--- src/rtl/vva_pkg.sv ---
// ----------------------------------------------------------------------------
// vva_pkg
// Shared types, opcodes and status codes for the three-component vector ALU.
// ----------------------------------------------------------------------------
package vva_pkg;

	localparam int DATA_W        = 32;
	localparam int FRAC_BITS_DEF = 16;
	localparam int OPC_W         = 4;
	localparam int STAT_W        = 2;
	localparam int MAG_W         = 2 * DATA_W;
	localparam int FRONT_STAGES  = 3;

	localparam logic [OPC_W-1:0] OP_NEG   = 4'd0;
	localparam logic [OPC_W-1:0] OP_ADD   = 4'd1;
	localparam logic [OPC_W-1:0] OP_SUB   = 4'd2;
	localparam logic [OPC_W-1:0] OP_MUL   = 4'd3;
	localparam logic [OPC_W-1:0] OP_DIV   = 4'd4;
	localparam logic [OPC_W-1:0] OP_SCALE = 4'd5;
	localparam logic [OPC_W-1:0] OP_DIVS  = 4'd6;
	localparam logic [OPC_W-1:0] OP_MAG   = 4'd7;
	localparam logic [OPC_W-1:0] OP_NORM  = 4'd8;
	localparam logic [OPC_W-1:0] OP_DOT   = 4'd9;
	localparam logic [OPC_W-1:0] OP_CROSS = 4'd10;

	localparam logic [STAT_W-1:0] ST_OK  = 2'd0;
	localparam logic [STAT_W-1:0] ST_SAT = 2'd1;
	localparam logic [STAT_W-1:0] ST_DZ  = 2'd2;

	typedef logic signed [DATA_W-1:0] data_t;

	typedef struct packed {
		logic [OPC_W-1:0] opcode;
		data_t            a_x;
		data_t            a_y;
		data_t            a_z;
		data_t            b_x;
		data_t            b_y;
		data_t            b_z;
		data_t            scalar_in;
	} cmd_t;

	typedef struct packed {
		data_t             r_x;
		data_t             r_y;
		data_t             r_z;
		data_t             scalar_out;
		logic [STAT_W-1:0] status;
	} res_t;

	// sign-magnitude lane; for divides mag holds the dividend magnitude
	typedef struct packed {
		logic              neg;
		logic [MAG_W-1:0]  mag;
		logic              div;
		logic              dz;
		logic              dvs_neg;
		logic [DATA_W-1:0] dvs_mag;
	} lane_t;

	typedef struct packed {
		logic             norm;
		logic             smag;
		logic             vec;
		logic             scl;
		logic             sc_neg;
		logic [MAG_W-1:0] sc_mag;
	} ctl_t;

	typedef struct packed {
		ctl_t        ctl;
		lane_t [2:0] lane;
	} item_t;

endpackage

--- src/rtl/vva_out.sv ---
// ----------------------------------------------------------------------------
// vva_out
// Saturation, sign restore, output select and status; registered result.
// ----------------------------------------------------------------------------
module vva_out import vva_pkg::*; (
	input  logic  clk,
	input  logic  arst_n,
	input  logic  in_valid,
	input  item_t item,
	output logic  done,
	output res_t  res
);

	logic  done_q;
	res_t  res_q;
	res_t  res_d;

	function automatic logic [DATA_W:0] emit(input logic neg, input logic [MAG_W-1:0] mag);
		logic [MAG_W-1:0]  lim;
		logic              sat;
		logic [DATA_W-1:0] m;
		lim = neg ? (MAG_W'(1) << (DATA_W - 1)) : ((MAG_W'(1) << (DATA_W - 1)) - 1'b1);
		sat = mag > lim;
		m   = sat ? lim[DATA_W-1:0] : mag[DATA_W-1:0];
		return {sat, neg ? (~m + 1'b1) : m};
	endfunction

	always_comb begin
		logic [DATA_W:0] e [3];
		logic [DATA_W:0] es;
		logic            sat;
		logic            dz;
		for (int i = 0; i < 3; i++) begin
			e[i] = emit(item.lane[i].neg, item.lane[i].mag);
		end
		es  = emit(item.ctl.sc_neg, item.ctl.sc_mag);
		sat = (item.ctl.vec && (e[0][DATA_W] || e[1][DATA_W] || e[2][DATA_W]))
			|| (item.ctl.scl && es[DATA_W]);
		dz  = item.ctl.vec && (item.lane[0].dz || item.lane[1].dz || item.lane[2].dz);
		res_d.r_x        = item.ctl.vec ? e[0][DATA_W-1:0] : '0;
		res_d.r_y        = item.ctl.vec ? e[1][DATA_W-1:0] : '0;
		res_d.r_z        = item.ctl.vec ? e[2][DATA_W-1:0] : '0;
		res_d.scalar_out = item.ctl.scl ? es[DATA_W-1:0] : '0;
		res_d.status     = dz ? ST_DZ : (sat ? ST_SAT : ST_OK);
	end

	always_ff @(posedge clk or negedge arst_n) begin
		if (!arst_n) begin
			done_q <= 1'b0;
		end else begin
			done_q <= in_valid;
		end
	end

	always_ff @(posedge clk) begin
		res_q <= res_d;
	end

	assign done = done_q;
	assign res  = res_q;

endmodule

--- config.mk ---
export PLATFORM = sky130hd
export DESIGN_NAME = vva_out
export DESIGN_NICKNAME = d
export VERILOG_FILES = /design/src/rtl/vva_pkg.sv /design/src/rtl/vva_out.sv
export SDC_FILE = /design/constraint.sdc
export NUM_CORES = 1
export LEC_CHECK = 0
export BUFFER_PORTS_ARGS = -buffer_cell sky130_fd_sc_hd__buf_2
export CORE_AREA = 3 3 195 197
export CTS_BUF_LIST = sky130_fd_sc_hd__clkbuf_16
export CTS_CLUSTER_SIZE = 16
export DETAILED_ROUTE_END_ITERATION = 7
export DIE_AREA = 0 0 198 200
export PLACE_DENSITY = 0.66
export SLEW_MARGIN = 20
export SYNTH_ARGS = -nofsm -noshare
export SYNTH_HDL_FRONTEND = slang
export SYNTH_SLANG_ARGS = --single-unit
--- constraint.sdc ---
create_clock -name clk -period 0.9 [get_ports clk]
set_input_delay 0.09 -clock clk [delete_from_list [all_inputs] [get_ports clk]]
set_output_delay 0.09 -clock clk [all_outputs]
set_load 0.02 [all_outputs]
==> results.yml, run 1 <==
timing:
  max_slew_margin_pct: 71.3
  drv_slew: 0
  setup_viol: 260
  min_period_over_period_pct: 399
  setup_slack_ns: -2.69
  period_needed_ns: 3.59
  fmax_mhz: 278
  hold_violations: 0
  fin_tns_setup_ns: -229.97
  tightest_slew_ns: 0.426
  rsz0062_at_grt: "true"
placed_design:
  finalWeightedCongestion: 0.922
  placed_area_um2: 16300
  dp_hpwl_um: 33800
  port_buffers: 398
cts:
  cts_buffers: 17
  cts_sinks: 131
  cts_buffer_depth: 2
  h-tree-depth: 4
  root_buffer: "clkbuf_16"
  clkSlewWorstSetupHoldPaths_ns: 0.06
  cts_tree: "yes"
synthesis:
  synth_fp_nets: 1921
  async_reset_ff_share_pct: 0.763
  synth.cell_area_um2: 10800
  synth_flop_cell: "dfxtp_1"
  avgSynthCellArea_um2: 7.62
  syn_inst: 1417
  synth-edff-count: 0
  yosys_warnings: 0
  ys_ff_latch: 131
  ys_types: 75
  ys_seq_area_share_pct: 24.3
pwr:
  pwr_density_cell_nw_per_um2: 963
  p_sw_share_pct: 33.3
  p_leak_nw: 9.16
  p_seq_share_pct: 30.6
  p_sw_mw: 7.02
  comb_power_share_pct: 36.1
  internal_power_mw: 14.0
  vdd_drop_max_mv: 1.35
  p_clk_share_pct: 33.3
  total_power_mw: 21.1
routing:
  vias: 15200
  via_per_inst: 5.65
  drt_wl_total_um: 53300
  firstDrtPassIters: 7
  drc: 0
  drt_iter0_markers: 992
  ant_nets: 0
  routedWlPerCell_um: 19.8
finish:
  postLayoutCellArea_um2: 21900
  area_delta_synth_final_pct: 103
  multi_input_area_um2: 10400
  nets: 2706
  seq_area_um2: 2790
  drive_gt1_share_pct: 61.9
  fillers: 2805
worst_setup_path:
  arrival_ns: 3.95
  worstSetupPathType: "in2reg"
  crit_path_end_kind: "flop"
  cp-start-kind: "primary input"
  cp_max_fo: 5
  worstPathRequired_ns: 1.26
status:
  violations: "setup timing"
  status: "complete, but fails checks"
floorplan:
  row_count: 70
  die_w_um: 198
  dieArea_um2: 39600
  die_h_um: 200
  pin_count: 503
  start_util_pct: 29.7
  core_um2: 36400
global_routing:
  grt_max_degree: 51
  antenna_found_initial: 1
  grt_usage_pct: 23.3
  grt_pass1_wl_um: 74400
  gr-total-overflow: 0
  grt_pass1_vias: 14500
worst_hold_path:
  hold_class: "in2reg"
flow_run:
  maxCapViolCount: 0
metal layers:
metal | wire (µm) | share of wire, % | GRT usage (%)
met1 | 20700 | 39 | 28.2
met2 | 26800 | 50 | 41.1
met3 | 3890 | 7.3 | 4.25
met4 | 1850 | 3.5 | 9.25
met5 | 0 | 0 | 0
final cells by class:
type                            count  area share (%)
Antenna cell                        4          0.0457
Clock buffer                       17            1.94
Clock inverter                     15           0.652
Inverter                           18           0.646
Multi-Input combinational cell   1190            47.3
Sequential cell                   131            12.7
Tap cell                          468            2.68
Timing Repair Buffer              844            34.0
cell usage after synthesis (4+ instances only):
| cell type | n | share of area [%] |
|---|---|---|
| a31oi_1 | 8 | 0.46 |
| nor3b_1 | 8 | 0.56 |
| o22a_1 | 38 | 3.1 |
| inv_1 | 14 | 0.49 |
| clkbuf_1 | 68 | 2.4 |
| a21o_1 | 12 | 0.83 |
| nor4_1 | 59 | 3.4 |
| and4_1 | 4 | 0.32 |
| nand2b_1 | 9 | 0.52 |
| o21bai_1 | 5 | 0.35 |
| nand3_1 | 23 | 1.1 |
| nand4_1 | 38 | 2.2 |
| buf_1 | 7 | 0.24 |
| nor2_1 | 191 | 6.6 |
| clkinv_1 | 4 | 0.14 |
| o31ai_1 | 15 | 1.0 |
| or3_1 | 24 | 1.4 |
| nand2_1 | 105 | 3.6 |
| o21ai_0 | 95 | 4.4 |
| a21oi_1 | 113 | 5.2 |
| o211ai_1 | 12 | 0.83 |
| a221o_1 | 4 | 0.37 |
| and2_1 | 6 | 0.35 |
| nor3_1 | 67 | 3.1 |
| or4_1 | 13 | 0.90 |
| o311a_1 | 9 | 0.83 |
| a221oi_1 | 5 | 0.41 |
| nor2b_1 | 10 | 0.58 |
| mux2_2 | 4 | 0.42 |
| o21a_1 | 12 | 0.83 |
| or2_2 | 17 | 0.98 |
| a311oi_1 | 4 | 0.32 |
| nand3b_1 | 5 | 0.35 |
| ha_1 | 132 | 15 |
| mux2i_1 | 27 | 2.5 |
| xnor2_1 | 6 | 0.49 |
| dfxtp_1 | 130 | 24 |
| and3_1 | 5 | 0.29 |
| a211oi_1 | 45 | 3.1 |
layout by cell type, fill, tap and decap left out, types with 31 or more instances in the layout:
cell / synthesis / final
buf_4: 0 / 303
buf_2: 3 / 260
buf_6: 0 / 206
nor2_1: 191 / 153
dfxtp_2: 0 / 129
nand2_1: 105 / 82
a21oi_1: 113 / 79
ha_4: 0 / 70
ha_1: 132 / 62
nor3_1: 67 / 53
nor4_1: 59 / 50
nand4_1: 38 / 38
o22a_1: 38 / 38
o21ai_2: 1 / 33
a21oi_2: 1 / 32
a211oi_2: 0 / 32
o21ai_0: 95 / 31
metrics by stage:
step,std cells,setup slack (ns),hold WS [ns],utilization [%]
after global placement,2516,-3.35,-0.134,44.6
final,2687,-2.69,0.0454,60.1
after floorplan,1417,-3.11,-0.206,-
after global routing,2684,-2.78,0.0258,60.1
after CTS,2641,-2.56,0.00741,53.6
after detailed placement,2516,-3.47,-0.134,44.6
worst paths after layout:
path                       slack, ns  cells after the start       from  endpoint
worst max-delay path           -2.69                     18  item[199]   res[92]
worst min-delay path            0.05                      3  item[144]   res[75]
max in group asynchronous       0.31                      3     arst_n      done
min in group asynchronous       0.49                      3     arst_n      done
sequential cells by signal (all words and copies together), names as in the netlist:
signal,flops
done,1
res,130
worst max-delay path: stages:
cell	delay (ns)
buf_12	0.12
ha_4	0.26
nand4_1	0.18
or4_4	0.59
a21o_1	0.20
a31oi_4	0.18
a2bb2oi_4	0.25
nand2_4	0.11
o21ai_4	0.09
ha_4	0.16
nor2b_4	0.14
nand4_1	0.13
or4_4	0.58
or3_4	0.40
o21ai_2	0.13
xnor2_1	0.12
nor2_1	0.07
a211oi_2	0.13
power groups by stage:
stage                     Sequential [mW]  Clock, mW  Combinational, mW
after CTS                            6.29       7.14               6.54
after floorplan                      6.85          0               2.15
after global placement               6.41          0               5.42
after detailed placement             6.41          0               5.59
after global routing                 6.48       7.38               8.14
final                                6.45       7.02               7.61
timing repair:
| action | 4_1_cts | 5_1_grt |
|---|---|---|
| pin swaps | 118 | 114 |
| endpoints found under the hold margin | 5 | 0 |
| hold buffers | 7 | 0 |
| buffers inserted | 72 | 53 |
| gates resized for setup | 312 | 604 |
| cloned | 18 | 14 |
| endpoints found under the setup margin | 260 | 260 |
logic make-up (layout without fill, tap and decap cells):
logic type,Yosys count,in the layout,share of synthesized area (%)
AND/OR/NAND/NOR,605,605,28.2
flip-flops,131,131,24.3
AO/OA/AOI/OAI,413,413,25.1
multiplexers,31,31,2.92
adder cells (fa/ha/maj),132,132,15.3
buffers and inverters,96,894,3.37
XOR/XNOR,9,9,0.730
other,0,4,0
Power figures use the tool's default switching activity.
==> inputs of run 2 (changes only) <==
Settings changed: ABC_AREA from default to 1, CORE_AREA 3 3 195 197 to 3 3 194 196, DIE_AREA 0 0 198 200 to 0 0 197 199, PLACE_DENSITY 0.66 to 0.7.
==> run 2 against run 1 <==
Worst hold slack lost 0.0030 ns. Clock power increased by 5.7%. Combinational power increased by 27%. Sequential power about the same. The flow still finishes with violations (setup timing). Cell count grew 28%. Critical path depth rose by 8. Highest routed layer unchanged. Via count grew 23%.
==> results.yml, run 2 <==
timing:
  tightest_slew_ns: 0.537
  max_slew_margin_pct: 64.1
  period_needed_ns: 2.75
  setup_viol: 260
  fmax_mhz: 364
  drv_slew: 0
  hold_violations: 0
  rsz0062_at_grt: "true"
  setup_slack_ns: -1.85
  fin_tns_setup_ns: -215.00
  min_period_over_period_pct: 306
global_routing:
  grt_pass1_vias: 17900
  antenna_found_initial: 8
  grt_usage_pct: 28.9
  gr-total-overflow: 0
  grt_max_degree: 29
  grt_pass1_wl_um: 90800
synthesis:
  yosysTopAreaCell: "dfxtp_1"
  synth_flop_cell: "dfxtp_1"
  async_reset_ff_share_pct: 0.763
  synth-edff-count: 0
  synth_top_area_share_pct: 21.6
  yosysMostFrequentCell: "nand2_1"
  synth_commonest_cells: "nand2_1 (626), nor2_1 (306), inv_1 (182)"
  ys_seq_area_share_pct: 21.8
  synthMuxAreaShare_pct: 0
  synth-xor-area-share_pct: 0
  synth_fp_nets: 2503
  yosys_warnings: 0
  synth.cell_area_um2: 12100
  syn_inst: 1999
  synthAdderAreaFrac_pct: 13.7
  synth_area_leaders: "dfxtp_1 (22%), nand2_1 (19%), ha_1 (14%), nor2_1 (9.5%), nand3_1 (5.9%)"
  ys_types: 52
  avgSynthCellArea_um2: 6.04
  synth_top_family_by_area: "simple AND/OR/NAND/NOR gates"
  ys_ff_latch: 131
  synthSimpleGateAreaFrac_pct: 43.2
  synth_compound_area_share_pct: 12.5
pwr:
  p_sw_share_pct: 36.6
  p_seq_share_pct: 27.3
  comb_power_share_pct: 41.1
  internal_power_mw: 14.9
  p_sw_mw: 8.60
  p_clk_share_pct: 31.6
  p_leak_nw: 12.7
  pwr_density_cell_nw_per_um2: 929
  vdd_drop_max_mv: 1.40
cts:
  cts_sinks: 131
  root_buffer: "clkbuf_16"
  cts_buffers: 17
  cts_buffer_depth: 2
  cts_tree: "yes"
  clkSlewWorstSetupHoldPaths_ns: 0.07
  h-tree-depth: 4
routing:
  vias: 18600
  ant_nets: 0
  drc: 0
  routedWlPerCell_um: 19.4
  firstDrtPassIters: 6
  drt_wl_total_um: 66800
  drt_iter0_markers: 1316
  via_per_inst: 5.40
worst_setup_path:
  cpMostUsedCell: "nand2_1"
  worstSetupPathType: "in2reg"
  cp_max_fo: 8
  worstPathRequired_ns: 1.24
  cp-start-kind: "primary input"
  max_stage_delay_ns: 0.27
  crit_slowest_cell: "a31oi_1"
  crit_path_end_kind: "flop"
  arrival_ns: 3.09
floorplan:
  dieArea_um2: 39200
  die_w_um: 197
  core_um2: 36300
  start_util_pct: 33.3
  pin_count: 503
  row_count: 70
  die_h_um: 199
finish:
  area_delta_synth_final_pct: 110
  drive_gt1_share_pct: 60.9
  largest_reg_flops: 130
  final_cell_mix: "buf_4 (447), buf_2 (385), nand2_1 (379), nor2_1 (186), nand2_2 (158)"
  postLayoutCellArea_um2: 25300
  fillers: 2517
  nets: 3461
  final_common_cell: "buf_4"
placed_design:
  dp_hpwl_um: 41700
  port_buffers: 398
  finalWeightedCongestion: 0.945
  placed_area_um2: 19100
status:
  status: "complete, but fails checks"
  violations: "setup timing"
worst_hold_path:
  hold_class: "in2reg"
flow_run:
  maxCapViolCount: 0
[run 2: kinds of logic after synthesis]
family	Yosys count
compound gates	271
fa+ha+maj	132
buf+inv	249
flops	131
simple gates	1216
[run 2: timing repair]
| action | in CTS | in global routing |
|---|---|---|
| gates resized for setup | 519 | 424 |
| hold endpoints to repair | 5 | 0 |
| pin swaps | 209 | 195 |
| hold buffers | 5 | 0 |
| gates cloned | 23 | 4 |
| setup endpoints to repair | 260 | 260 |
| buffers inserted | 52 | 63 |
[run 2: metal layers]
metal	global-route usage, %	wire (µm)
met1	32.7	24600
met5	0	0
met4	18.0	5090
met3	4.76	4360
met2	50.7	32800
[run 2: path summary, 6_finish.rpt]
path | startpoint | slack, ns | depth (start not counted) | to
min in group asynchronous | arst_n | 0.51 | 3 | done
max | item[299] | -1.85 | 26 | res[44]
min | item[43] | 0.04 | 3 | res[106]
max in group asynchronous | arst_n | 0.28 | 3 | done
[run 2: critical path: cells and delay by family]
| family | cells | cell delay [ns] |
|---|---|---|
| AND/OR/NAND/NOR | 15 | 1.37 |
| buffers and inverters | 8 | 1.00 |
| AO/OA/AOI/OAI | 2 | 0.32 |
| adder cells (fa/ha/maj) | 1 | 0.26 |
[run 2: per-stage QoR]
stage / total power, mW / hold slack, ns / cells / utilization (%) / worst slack [ns]
floorplan: 10.0 / -0.206 / 1999 / - / -1.86
global placement: 13.1 / -0.124 / 3274 / 52.7 / -2.08
detailed placement: 13.3 / -0.123 / 3274 / 52.7 / -2.14
CTS: 22.1 / 0.00703 / 3385 / 64.1 / -1.49
global route: 24.4 / 0.0169 / 3446 / 69.8 / -1.91
finish: 23.5 / 0.0424 / 3446 / 69.8 / -1.85
[run 2: final cells by class]
cell class / instances / area [µm²] / share of cell area (%)
Clock inverter: 15 / 168 / 0.663
Clock buffer: 17 / 425 / 1.68
Timing Repair Buffer: 1002 / 7930 / 31.4
Inverter: 186 / 776 / 3.07
Sequential cell: 131 / 2640 / 10.4
Antenna cell: 8 / 20.0 / 0.0791
Tap cell: 468 / 586 / 2.31
Multi-Input combinational cell: 1619 / 12700 / 50.4
[run 2: power groups by stage]
| stage | combinational [mW] | sequential (mW) | clock [mW] |
|---|---|---|---|
| after floorplan | 3.07 | 6.95 | 0 |
| after detailed placement | 6.76 | 6.51 | 0 |
| final | 9.66 | 6.42 | 7.42 |
| after global placement | 6.59 | 6.52 | 0 |
| after CTS | 8.31 | 6.39 | 7.44 |
| after global routing | 10.3 | 6.44 | 7.72 |
==> inputs of run 3 (changes only) <==
Settings changed: CTS_BUF_LIST sky130_fd_sc_hd__clkbuf_16 to sky130_fd_sc_hd__clkbuf_8, CTS_CLUSTER_DIAMETER from default to 30.
==> run 3 against run 2 <==
Cell count up 0.52%. Non-clock buffer count increased by 18. Combinational power grew 8%. Sequential share of layout area increased by 0.18 points. The flow still finishes with violations (setup timing). Count of clock-buffer cells in the layout grew 1. Setup slack gained 0.083 ns.
==> results.yml, run 3 (same netlist as run 2, synthesis figures left out) <==
finish:
  drive_gt1_share_pct: 66.1
  final_common_cell: "buf_4"
  fillers: 2365
  nets: 3480
  final_cell_mix: "buf_4 (451), nand2_1 (357), buf_2 (263), buf_6 (228), nor2_1 (181)"
  utilization_pct: 72.6
  area_delta_synth_final_pct: 118
  largest_reg_flops: 130
placed_design:
  finalWeightedCongestion: 0.945
  post-place-ws_ns: -2.14
  dp_hpwl_um: 41700
  port_buffers: 398
global_routing:
  grt_pass1_vias: 18600
  grt_pass1_wl_um: 95600
  grt_max_degree: 29
  met1_usage_pct: 34.4
  gr-total-overflow: 0
  antenna_found_initial: 7
  busiest_layer: "met2"
  grt_usage_pct: 30.5
  use_met2_pct: 54.1
  met3_usage_pct: 5.22
cts:
  clkSlewWorstSetupHoldPaths_ns: 0.11
  h-tree-depth: 4
  cts_sinks: 131
  cts_tree: "yes"
  root_buffer: "clkbuf_8"
  cts_buffer_depth: 2
  cts_buffers: 17
worst_setup_path:
  worstSetupPathType: "in2reg"
  crit_path_end_kind: "flop"
  cp-start-kind: "primary input"
  worstPathRequired_ns: 1.35
  cp_max_fo: 7
  arrival_ns: 3.11
floorplan:
  row_count: 70
  dieArea_um2: 39200
  die_w_um: 197
  start_util_pct: 33.3
  die_h_um: 199
  pin_count: 503
  core_um2: 36300
status:
  status: "complete, but fails checks"
  violations: "setup timing"
timing:
  setup_viol: 260
  rsz0062_at_grt: "true"
  fmax_mhz: 375
  setup_slack_ns: -1.77
  tightest_slew_ns: 0.469
  whs_ns: 0.0154
  min_period_over_period_pct: 296
  hold_violations: 0
  drv_slew: 0
  max_slew_margin_pct: 68.7
  period_needed_ns: 2.67
pwr:
  vdd_drop_max_mv: 1.02
  p_clk_share_pct: 25.2
  comb_power_share_pct: 45.7
  p_sw_mw: 8.76
  p_seq_share_pct: 29.1
  pwr_density_cell_nw_per_um2: 862
  internal_power_mw: 13.9
  p_leak_nw: 13.0
  p_sw_share_pct: 38.6
routing:
  drc: 0
  drt_iter0_markers: 1618
  routedWlPerCell_um: 21.0
  firstDrtPassIters: 7
  vias: 19400
  drt_wl_total_um: 72700
  via_per_inst: 5.59
  ant_nets: 0
worst_hold_path:
  hold_class: "in2reg"
flow_run:
  maxCapViolCount: 0
## run 3: final cells by class
cell class	instances	area (µm²)	share of cell area [%]
Sequential cell	131	2800	10.6
Inverter	186	788	2.99
Multi-Input combinational cell	1620	12900	49.1
Tap cell	468	586	2.22
Timing Repair Buffer	1020	8800	33.4
Clock buffer	18	248	0.941
Clock inverter	14	164	0.623
Antenna cell	7	17.5	0.0665
## run 3: layer usage
layer,up-vias,share of wire [%]
met3,432,7.6
met5,-,0.0096
met2,1237,49
met1,9111,35
met4,2,8.5
li1,8589,-
## run 3: what timing repair did
item                       CTS  global route
gates cloned                22             2
hold endpoints to repair    11             0
gates resized for setup    990           411
pin swaps                  244           212
hold buffers                11             0
setup buffers               65            75
setup endpoints to repair  260           260
## run 3: power by group through the flow
stage          clock network (mW)  registers, mW  logic (mW)
2_1_floorplan                   0           6.95        3.07
3_3_place_gp                    0           6.52        6.59
3_5_place_dp                    0           6.51        6.76
4_1_cts                      5.67           6.56        8.77
5_1_grt                      5.99           6.61        10.9
6_report                     5.72           6.59        10.4
## run 3: final timing paths
kind | from | endpoint | slack, ns | depth (start not counted)
hold / removal | item[365] | res[0] | 0.02 | 3
min in group asynchronous | arst_n | done | 0.46 | 3
max in group asynchronous | arst_n | done | 0.34 | 3
setup / recovery | item[99] | res[112] | -1.77 | 19
## run 3: worst max-delay path, stage by stage
cell,delay [ns]
buf_12,0.13
buf_16,0.15
ha_4,0.23
a21oi_1,0.30
o21a_1,0.21
nand2_2,0.09
a21oi_4,0.21
nand3_4,0.18
nand3_4,0.22
nand2_2,0.08
inv_2,0.09
ha_4,0.16
nand3_4,0.09
nand2_4,0.09
nand3_4,0.16
a21oi_4,0.24
buf_4,0.16
o21ai_2,0.06
a21oi_2,0.16
## run 3: through the flow
step | std cells | cell area, µm² | power, mW | TNS [ns]
4_1_cts | 3401 | 24400 | 21.0 | -183.04
3_3_place_gp | 3274 | 19100 | 13.1 | -238.04
2_1_floorplan | 1999 | 13300 | 10.0 | -180.73
3_5_place_dp | 3274 | 19100 | 13.3 | -244.25
6_report | 3464 | 26300 | 22.7 | -218.73
5_1_grt | 3463 | 26300 | 23.5 | -234.11
